[config.mk]
export PLATFORM = sky130hd
export DESIGN_NAME = window_stack_hit_test_core
export DESIGN_NICKNAME = d
export VERILOG_FILES = /design/src/rtl/core/wsht_pkg.sv /design/src/rtl/core/wsht_ram.sv /design/src/rtl/core/window_stack_hit_test_core.sv
export SDC_FILE = /design/constraint.sdc
export NUM_CORES = 1
export LEC_CHECK = 0
export BUFFER_PORTS_ARGS = -buffer_cell sky130_fd_sc_hd__buf_2
export CAP_MARGIN = 25
export CORE_MARGIN = 2
export CORE_UTILIZATION = 36
export DETAILED_ROUTE_END_ITERATION = 8
export GPL_TIMING_DRIVEN = 0
export MAX_ROUTING_LAYER = met4
export PLACE_DENSITY = 0.57
export SLEW_MARGIN = 20
export SYNTH_ARGS = -nofsm -noshare
export SYNTH_HDL_FRONTEND = slang
export SYNTH_HIERARCHICAL = 1
export SYNTH_SLANG_ARGS = --single-unit
[constraint.sdc]
create_clock -name clk_i -period 7 [get_ports clk_i]
set_input_delay 1.4 -clock clk_i [delete_from_list [all_inputs] [get_ports clk_i]]
set_output_delay 1.4 -clock clk_i [all_outputs]
set_load 0.02 [all_outputs]
[src/rtl/core/wsht_pkg.sv]
// Package with request/result types and codes for the window stack hit test core.
`timescale 1ns / 1ps

package wsht_pkg;

  localparam int unsigned FieldCoordW = 12;
  localparam int unsigned WindowIdW   = 5;

  typedef enum logic {
    FUNC_ADD   = 1'b0,
    FUNC_CLICK = 1'b1
  } func_e;

  typedef enum logic [1:0] {
    ST_HIT     = 2'd0,
    ST_IGNORED = 2'd1,
    ST_ADDED   = 2'd2,
    ST_FULL    = 2'd3
  } status_e;

  typedef struct packed {
    func_e                  func;
    logic [FieldCoordW-1:0] left_x;
    logic [FieldCoordW-1:0] bottom_y;
    logic [FieldCoordW-1:0] right_x;
    logic [FieldCoordW-1:0] top_y;
    logic [FieldCoordW-1:0] point_x;
    logic [FieldCoordW-1:0] point_y;
  } req_t;

  typedef struct packed {
    status_e              status;
    logic [WindowIdW-1:0] window_id;
  } rsp_t;

endpackage

[src/rtl/core/wsht_ram.sv]
// Generic single-write, single-read RAM with registered read data.
`timescale 1ns / 1ps

module wsht_ram #(
  parameter int unsigned WIDTH = 8,
  parameter int unsigned DEPTH = 16
) (
  input  logic                     clk_i,
  input  logic                     we_i,
  input  logic [$clog2(DEPTH)-1:0] waddr_i,
  input  logic [WIDTH-1:0]         wdata_i,
  input  logic [$clog2(DEPTH)-1:0] raddr_i,
  output logic [WIDTH-1:0]         rdata_o
);

  logic [WIDTH-1:0] mem_q [DEPTH];
  logic [WIDTH-1:0] rdata_q;

  always_ff @(posedge clk_i) begin
    if (we_i) begin
      mem_q[waddr_i] <= wdata_i;
    end
    rdata_q <= mem_q[raddr_i];
  end

  assign rdata_o = rdata_q;

endmodule

[src/rtl/core/window_stack_hit_test_core.sv]
// Top level: z-ordered window stack with hit test and move-to-front.
//
// Usage: present a request on req_i and raise start_i; the request is taken
// at a rising edge where start_i is high and busy_o is low. Each request
// gives exactly one result on result_o, flagged by result_valid_o for a
// single cycle; the receiver takes it at the end of that cycle and cannot
// hold it off.
// An add writes the new rectangle into the stack memory at once and shows
// its result in the cycle after acceptance; busy_o stays low, so adds can
// follow back to back. A refused add (stack full) behaves the same way.
// A click walks the stack memory from the top down, with a read state and then
// a compare state per entry, through the one registered read port.
// On a hit below the top, every entry above the hit moves down one slot, each
// read and then written back; a last step writes the hit on top.
// busy_o stays high while entries are examined and, when a hit moves, while
// the entries above it shift and the hit goes on top; the result shows as
// busy_o falls, in the first cycle with busy_o low. A click on an empty
// stack never raises busy_o and answers in the cycle after acceptance.
// Reset empties the stack (count to zero); memory contents are not cleared.

module window_stack_hit_test_core
  import wsht_pkg::*;
#(
  parameter int unsigned MAX_WINDOWS = 16,
  parameter int unsigned COORD_BITS  = 12
) (
  input  logic clk_i,
  input  logic rst_ni,
  input  logic start_i,
  output logic busy_o,
  input  req_t req_i,
  output logic result_valid_o,
  output rsp_t result_o
);

  localparam int unsigned IdxW = $clog2(MAX_WINDOWS);
  localparam int unsigned CntW = $clog2(MAX_WINDOWS + 1);
  localparam int unsigned CW   = COORD_BITS;
  localparam int unsigned EW   = 4 * CW + CntW;

  // Entry layout: {left, bottom, right, top, id}
  localparam int unsigned IdLo     = 0;
  localparam int unsigned TopLo    = CntW;
  localparam int unsigned RightLo  = CntW + CW;
  localparam int unsigned BottomLo = CntW + 2 * CW;
  localparam int unsigned LeftLo   = CntW + 3 * CW;

  typedef enum logic [2:0] {
    S_IDLE,
    S_RD,
    S_CMP,
    S_SRD,
    S_SWR,
    S_TOP
  } state_e;

  state_e          state_q, state_d;
  logic [CntW-1:0] count_q, count_d;
  logic [IdxW-1:0] idx_q, idx_d;
  logic [IdxW-1:0] j_q, j_d;
  logic [EW-1:0]   hit_q, hit_d;
  logic [CW-1:0]   px_q, px_d;
  logic [CW-1:0]   py_q, py_d;
  logic            rsp_valid_q, rsp_valid_d;
  rsp_t            rsp_q, rsp_d;

  logic            ram_we;
  logic [IdxW-1:0] ram_waddr;
  logic [EW-1:0]   ram_wdata;
  logic [IdxW-1:0] ram_raddr;
  logic [EW-1:0]   ram_rdata;

  logic            accept;
  logic [IdxW-1:0] last_idx;
  logic            enclosed;
  logic [CW-1:0]   e_left, e_bottom, e_right, e_top;

  wsht_ram #(
    .WIDTH(EW),
    .DEPTH(MAX_WINDOWS)
  ) u_stack_ram (
    .clk_i  (clk_i),
    .we_i   (ram_we),
    .waddr_i(ram_waddr),
    .wdata_i(ram_wdata),
    .raddr_i(ram_raddr),
    .rdata_o(ram_rdata)
  );

  assign accept   = start_i && (state_q == S_IDLE);
  assign last_idx = IdxW'(count_q - 1'b1);

  assign e_left   = ram_rdata[LeftLo +: CW];
  assign e_bottom = ram_rdata[BottomLo +: CW];
  assign e_right  = ram_rdata[RightLo +: CW];
  assign e_top    = ram_rdata[TopLo +: CW];
  assign enclosed = (e_left <= px_q) && (px_q <= e_right) &&
                    (e_bottom <= py_q) && (py_q <= e_top);

  always_comb begin
    state_d     = state_q;
    count_d     = count_q;
    idx_d       = idx_q;
    j_d         = j_q;
    hit_d       = hit_q;
    px_d        = px_q;
    py_d        = py_q;
    rsp_valid_d = 1'b0;
    rsp_d       = rsp_q;
    ram_we      = 1'b0;
    ram_waddr   = IdxW'(count_q);
    ram_wdata   = {CW'(req_i.left_x), CW'(req_i.bottom_y), CW'(req_i.right_x),
                   CW'(req_i.top_y), CntW'(count_q + 1'b1)};
    ram_raddr   = idx_q;

    unique case (state_q)
      S_IDLE: begin
        if (accept) begin
          px_d = CW'(req_i.point_x);
          py_d = CW'(req_i.point_y);
          if (req_i.func == FUNC_ADD) begin
            rsp_valid_d = 1'b1;
            if (count_q == CntW'(MAX_WINDOWS)) begin
              rsp_d = '{status: ST_FULL, window_id: '0};
            end else begin
              ram_we  = 1'b1;
              count_d = CntW'(count_q + 1'b1);
              rsp_d   = '{status: ST_ADDED, window_id: WindowIdW'(count_q + 1'b1)};
            end
          end else if (count_q == '0) begin
            rsp_valid_d = 1'b1;
            rsp_d       = '{status: ST_IGNORED, window_id: '0};
          end else begin
            idx_d   = last_idx;
            state_d = S_RD;
          end
        end
      end
      S_RD: begin
        ram_raddr = idx_q;
        state_d   = S_CMP;
      end
      S_CMP: begin
        if (enclosed) begin
          hit_d = ram_rdata;
          if (idx_q == last_idx) begin
            // Already on top: nothing to move
            rsp_valid_d = 1'b1;
            rsp_d       = '{status: ST_HIT,
                            window_id: WindowIdW'(ram_rdata[IdLo +: CntW])};
            state_d     = S_IDLE;
          end else begin
            j_d     = idx_q;
            state_d = S_SRD;
          end
        end else if (idx_q == '0) begin
          rsp_valid_d = 1'b1;
          rsp_d       = '{status: ST_IGNORED, window_id: '0};
          state_d     = S_IDLE;
        end else begin
          idx_d   = IdxW'(idx_q - 1'b1);
          state_d = S_RD;
        end
      end
      S_SRD: begin
        ram_raddr = IdxW'(j_q + 1'b1);
        state_d   = S_SWR;
      end
      S_SWR: begin
        // Shift the entry above down into slot j
        ram_we    = 1'b1;
        ram_waddr = j_q;
        ram_wdata = ram_rdata;
        j_d       = IdxW'(j_q + 1'b1);
        state_d   = (IdxW'(j_q + 1'b1) == last_idx) ? S_TOP : S_SRD;
      end
      S_TOP: begin
        ram_we      = 1'b1;
        ram_waddr   = last_idx;
        ram_wdata   = hit_q;
        rsp_valid_d = 1'b1;
        rsp_d       = '{status: ST_HIT, window_id: WindowIdW'(hit_q[IdLo +: CntW])};
        state_d     = S_IDLE;
      end
      default: begin
        state_d = S_IDLE;
      end
    endcase
  end

  always_ff @(posedge clk_i or negedge rst_ni) begin
    if (!rst_ni) begin
      state_q     <= S_IDLE;
      count_q     <= '0;
      rsp_valid_q <= 1'b0;
    end else begin
      state_q     <= state_d;
      count_q     <= count_d;
      rsp_valid_q <= rsp_valid_d;
    end
  end

  always_ff @(posedge clk_i) begin
    idx_q <= idx_d;
    j_q   <= j_d;
    hit_q <= hit_d;
    px_q  <= px_d;
    py_q  <= py_d;
    rsp_q <= rsp_d;
  end

  assign busy_o         = (state_q != S_IDLE);
  assign result_valid_o = rsp_valid_q;
  assign result_o       = rsp_q;

endmodule

==> results.txt, run 1 <==
outcome - finished, final reports clean
ANT cells - 0
antenna violations before repair - 1
maximum vdd drop - 227 uV
post-route cell area - 0.0461 mm^2
RR Startpoint - state_q[1]
Max stage delay on crit path - 0.85 ns
core area - 0.107 mm^2
total grt overflow - 0
Cells after Synth - 1964
post-route insts no fill - 3739
top post-synthesis cells by area - edfxtp_1 72%, mux4_2 12%, dfxtp_1 2.7%, a22oi_1 2.0%, ha_1 1.7%
Rel. slew slack - 0.281
DRC - 0
die height - 333 um
Clock Latency Late Sink - 0.68 ns
worst reg2reg path depth - 11
static leakage - 15.4 nW
final setup fails - 0
top cell type's share of synthesized area - 0.724
worst setup margin - 2.07 ns
clock skew - 0.0346 ns
leading area contributor after synthesis - edfxtp_1
Max-cap violations - 0
Yosys reg bits - 1002
vias in the first global route - 20900
Ports - 85
FF-to-FF End - u_stack_ram/mem_q[13][38]
Site Rows - 120
dpl hpwl - 71900 um
Root Buffer - clkbuf_16
largest net degree at the start of global routing - 37
final hold slack - 0.466 ns
Setup CP Type - reg -> reg
Clock Tree Buf Depth - 3
critical path required time - 7.36 ns
Worst setup EP type - flip-flop
Hold-fix buffers, CTS - 0
most common library cells after synthesis - 940 x edfxtp_1, 212 x mux4_2, 133 x nand2_1, 106 x a22oi_1, 71 x o21ai_0
CTS sink count - 1002
Initial Util - 0.364
yosys warns - 6
placed inst area - 0.0426 mm^2
sequential area share after synthesis - 0.757
ys async rst share - 0.00898
Least-Margin Pin Slew - 1.08 ns
initial DRC count - 2481
worst hold path type - reg -> reg
pre-CTS setup slack - 2.17 ns
Top Family by Delay on Critical Path - buffers and inverters
Vias - 20700
post-CTS setup repair buffer count - 0
PD cells - 435 mW/mm^2
chip width - 333 um
Util after Layout - 0.430
Post-synth EDFFs - 940
Die ar. - 0.111 mm^2
share of layout cells above drive strength 1 - 0.268
crit share post-route - 0.704
final wirelength - 107000 um
Port-buffer cells - 84
post-synth net total - 2093
hold path start - u_stack_ram/rdata_o[27]
syn avg cell area - 19.8 um^2
TritonCTS Buffers - 102
Final nets - 2381
setup slack, reg-to-reg - 2.07 ns
synthesized cell area - 0.0390 mm^2
first-pass GRT wire length - 153000 um
critical path, cell by cell - clkbuf_1, nand2b_1, clkbuf_1, clkbuf_1, o21ai_0, o21ai_1, nand2b_1, nor2_4, buf_16, buf_16, buf_16
drt pass-1 iters - 6
total power - 20.0 mW
Layout area overhead - 18.2%
post-cts resize count - 0
min Tclk post-route - 4.93 ns
synth unique cells - 48
setup tns final - 0 ns
CTS tree - done
placed cells - 3530
ys flop type - edfxtp_1
most frequent cell after synthesis - edfxtp_1
RSZ-0062 raised after global routing - false
arrival time of the worst setup path - 5.29 ns
routed len/inst - 28.7 um
max-slew violations - 0
CP max FO - 12
WP buf/inv - 6
final hold violation count - 0
Startpoint Class - flip-flop
Hold EP - hit_q[27]
Reg clk slew, reported paths - 0.06 ns
CTS H-Tree Depth - 3
Hold Path Depth - 0
Via density - 5.54
Post-DRT Antenna Nets - 0
Tot GR Track Use - 0.199
Crit-path slowest cell - clkbuf_1
Peak Freq - 203 MHz
GPL Wtd Cong - 0.849
## cell type report
cell class / instances / area (um^2)
inverters: 57 / 214
clock buffers: 134 / 2830
flip-flops and latches: 1002 / 29500
fillers: 9343 / 61100
multi-input cells: 804 / 8870
well taps: 1403 / 1760
clock inverters: 54 / 509
repair buffers: 184 / 1870
plain buffers: 101 / 517
## how the worst max path moves through the flow
stage | startpoint | end | slack, ns | cells past startpoint
6_report | state_q[1] | u_stack_ram/mem_q[13][38] | 2.07 | 11
5_1_grt | state_q[1] | u_stack_ram/mem_q[13][38] | 1.91 | 11
4_1_cts | state_q[0] | u_stack_ram/mem_q[7][46] | 2.05 | 9
3_5_place_dp | state_q[1] | u_stack_ram/mem_q[7][38] | 2.17 | 10
3_3_place_gp | state_q[1] | u_stack_ram/mem_q[12][36] | -5.51 | 8
2_1_floorplan | req_i[72] | u_stack_ram/mem_q[0][0] | 0.45 | 4
## worst reg2reg max path: cells and delay by family, from the launching register on
| family | cells | cell delay (ns) |
|---|---|---|
| buf+inv | 6 | 2.22 |
| simple gates | 3 | 1.32 |
| compound gates | 2 | 0.71 |
| flops | 1 | 0.33 |
## kinds of logic after synthesis
group	synth area share
adders and majority gates	0.0170
and+or+nand+nor	0.0258
xor gates and xnor gates	0.00472
buffers and inverters	0.0187
muxes	0.136
DFF	0.757
AOI/OAI and AO/OA	0.0401
## sequential cells by signal (all words and copies together), names as in the netlist
| register | count |
|---|---|
| count_q | 5 |
| hit_q | 53 |
| idx_q | 4 |
| j_q | 4 |
| px_q | 12 |
| py_q | 12 |
| result_o | 7 |
| result_valid_o | 1 |
| state_q | 3 |
| u_stack_ram/mem_q | 848 |
| u_stack_ram/rdata_o | 53 |
## routing by layer
metal  vias up  global-route usage  wire [um]
li1       8575                   -          -
met1     11100               0.284      47200
met2       891               0.301      49700
met3       141              0.0329       8100
met4         0              0.0448       2180
met5         -                   -          0
## placed cells by master (no fill, tap or decap), types with 9 or more instances in the layout
cell,instances
clkinv_1,14
inv_1,56
clkbuf_8,11
buf_12,16
dfrtp_1,9
xnor2_1,15
buf_16,22
dfxtp_1,53
buf_4,48
nor2_1,10
o21ai_0,20
nor2_4,12
buf_6,21
mux2i_1,52
a22oi_1,106
mux4_2,212
clkinv_2,25
nand2_1,133
edfxtp_1,940
ha_1,53
nand4_1,13
nor2b_1,10
clkbuf_1,63
clkbuf_16,104
buf_2,107
buf_1,14
a21oi_1,33
o21ai_1,51
nand2b_1,11
## report_power, final
part / total [mW] / switching (mW) / internal (mW) / leakage [nW]
combinational: 6.59 / 4.00 / 2.59 / 4.73
clock: 5.40 / 2.29 / 3.11 / 1.65
sequential: 8.05 / 0.375 / 7.68 / 9.04
No activity file was read; power rests on OpenSTA's default activity.
==> run 2: changes to the inputs <==
==> constraint.sdc (replaced) <==
create_clock -name clk_i -period 4.97 [get_ports clk_i]
set_input_delay 0.994 -clock clk_i [delete_from_list [all_inputs] [get_ports clk_i]]
set_output_delay 0.994 -clock clk_i [all_outputs]
set_load 0.02 [all_outputs]
==> results.txt, run 2 (synthesized netlist as in run 1, its figures left out) <==
clock skew - 0.0413 ns (was 0.0346 ns)
Final nets - 2365 (was 2381)
total grt overflow - 0 (unchanged)
Setup CP Type - reg -> reg (unchanged)
chip width - 333 um (unchanged)
Hold-fix buffers, CTS - 0 (unchanged)
RSZ-0062 raised after global routing - false (unchanged)
RR Startpoint - state_q[1] (unchanged)
Largest register FFs - 848 (unchanged)
Tot GR Track Use - 0.199 (about the same)
Reg clk slew, reported paths - 0.06 ns (about the same)
Worst setup EP type - flip-flop (unchanged)
final hold slack - 0.183 ns (was 0.466 ns)
CTS sink count - 1002 (unchanged)
die height - 333 um (unchanged)
Max stage delay on crit path - 0.75 ns (was 0.85 ns)
DRC - 0 (unchanged)
Startpoint Class - flip-flop (unchanged)
largest net degree at the start of global routing - 38 (was 37)
setup tns final - 0 ns (unchanged)
Peak Freq - 221 MHz (was 203 MHz)
Least-Margin Pin Slew - 1.09 ns (was 1.08 ns)
dpl hpwl - 70600 um (was 71900 um)
share of layout cells above drive strength 1 - 0.262 (was 0.268)
Util after Layout - 0.431 (was 0.430)
Rel. slew slack - 0.271 (was 0.281)
total power - 28.5 mW (was 20.0 mW)
first-pass GRT wire length - 152000 um (was 153000 um)
placed inst area - 0.0426 mm^2 (about the same)
drt pass-1 iters - 6 (unchanged)
Gate power share - 0.325 (was 0.329)
min Tclk post-route - 4.53 ns (was 4.93 ns)
Clock Latency Late Sink - 0.70 ns (was 0.68 ns)
maximum vdd drop - 297 uV (was 227 uV)
critical path, cell by cell - clkbuf_1, nand2b_1, clkbuf_1, clkbuf_2, nand2_1, o21ai_1, nand2_1, nor2_4, buf_12, buf_16 (was clkbuf_1, nand2b_1, clkbuf_1, clkbuf_1, o21ai_0, o21ai_1, nand2b_1, nor2_4, buf_16, buf_16, buf_16)
CTS tree - done (unchanged)
Crit-path slowest cell - nor2_4 (was clkbuf_1)
Port-buffer cells - 84 (unchanged)
post-route insts no fill - 3729 (was 3739)
Max-cap violations - 0 (unchanged)
Sequential Power Share - 0.398 (was 0.402)
antenna violations before repair - 2 (was 1)
met1 Usage GRT - 0.268 (was 0.284)
post-route cell area - 0.0462 mm^2 (was 0.0461 mm^2)
arrival time of the worst setup path - 4.91 ns (was 5.29 ns)
outcome - finished, final reports clean (unchanged)
placed cells - 3518 (was 3530)
Initial Util - 0.364 (unchanged)
Pint - 19.1 mW (was 13.4 mW)
pre-CTS setup slack - 0.116 ns (was 2.17 ns)
Root Buffer - clkbuf_16 (unchanged)
commonest non-fill, non-tap cells in the layout - 940 x edfxtp_1, 212 x mux4_2, 133 x nand2_1 (unchanged)
Die ar. - 0.111 mm^2 (unchanged)
worst hold path type - in -> async (was reg -> reg)
GPL Wtd Cong - 0.848 (was 0.849)
PD cells - 617 mW/mm^2 (was 435 mW/mm^2)
commonest non-fill, non-tap cell in the layout - edfxtp_1 (unchanged)
static leakage - 15.4 nW (about the same)
Via density - 5.49 (was 5.54)
met3 Track Usage GR - 0.0484 (was 0.0329)
switching share of power - 0.332 (was 0.333)
largest register by flop count - u_stack_ram/mem_q (unchanged)
worst setup margin - 0.444 ns (was 2.07 ns)
WP buf/inv - 5 (was 6)
final wirelength - 107000 um (about the same)
Vias - 20500 (was 20700)
Top Usage Layer GRT - met2 (unchanged)
FF-to-FF End - u_stack_ram/mem_q[11][22] (was u_stack_ram/mem_q[13][38])
Site Rows - 120 (unchanged)
Ports - 85 (unchanged)
worst reg2reg path depth - 10 (was 11)
CTS H-Tree Depth - 3 (unchanged)
initial DRC count - 2336 (was 2481)
crit share post-route - 0.911 (was 0.704)
final setup fails - 0 (unchanged)
vias in the first global route - 20700 (was 20900)
clock share of power - 0.277 (was 0.269)
Layout area overhead - 18.7% (was 18.2%)
routed len/inst - 28.7 um (about the same)
setup slack, reg-to-reg - 0.44 ns (was 2.07 ns)
critical path required time - 5.35 ns (was 7.36 ns)
final hold violation count - 0 (unchanged)
core area - 0.107 mm^2 (unchanged)
Clock Tree Buf Depth - 3 (unchanged)
Top Family by Delay on Critical Path - buffers and inverters (unchanged)
switching pwr - 9.46 mW (was 6.67 mW)
CP max FO - 16 (was 12)
Post-DRT Antenna Nets - 0 (unchanged)
max-slew violations - 0 (unchanged)
TritonCTS Buffers - 104 (was 102)
met2 Use GR - 0.305 (was 0.301)
-- run 2: what timing repair did --
item	CTS	global route
resized for setup	0	4
endpoints found under the setup margin	0	52
buffers inserted	0	0
-- run 2: power groups by stage --
stage	Clock (mW)	Combinational (mW)	Sequential (mW)
after floorplan	0	5.97	11.3
after global placement	0	8.72	11.6
after detailed placement	0	9.22	11.5
after CTS	8.04	9.27	11.4
after global routing	8.36	9.95	11.4
final	7.89	9.27	11.4
-- run 2: worst max-delay path by stage --
stage	startpoint	to	slack (ns)	cells past startpoint
3_5_place_dp	state_q[1]	u_stack_ram/mem_q[3][38]	0.12	10
2_1_floorplan	state_q[0]	u_stack_ram/mem_q[7][0]	0.17	7
5_1_grt	state_q[0]	u_stack_ram/mem_q[3][34]	0.25	9
3_3_place_gp	state_q[1]	u_stack_ram/mem_q[15][36]	-4.12	8
6_report	state_q[1]	u_stack_ram/mem_q[11][22]	0.44	10
4_1_cts	state_q[1]	u_stack_ram/mem_q[3][34]	0.11	10
-- run 2: metal layers --
metal / part of all wire / wire length [um]
met5: 0 / 0
met4: 0.022 / 2350
met3: 0.088 / 9390
met2: 0.47 / 49900
met1: 0.42 / 45300
-- run 2: area by class of cell --
class | count | area [um^2]
tap | 1403 | 1760
buffer | 101 | 518
timing repair buffer | 166 | 1870
fill | 9322 | 61000
clock inverter | 61 | 702
sequential | 1002 | 29500
inverter | 57 | 214
multi-input combinational | 804 | 8890
antenna | 1 | 2.50
clock buffer | 134 | 2790
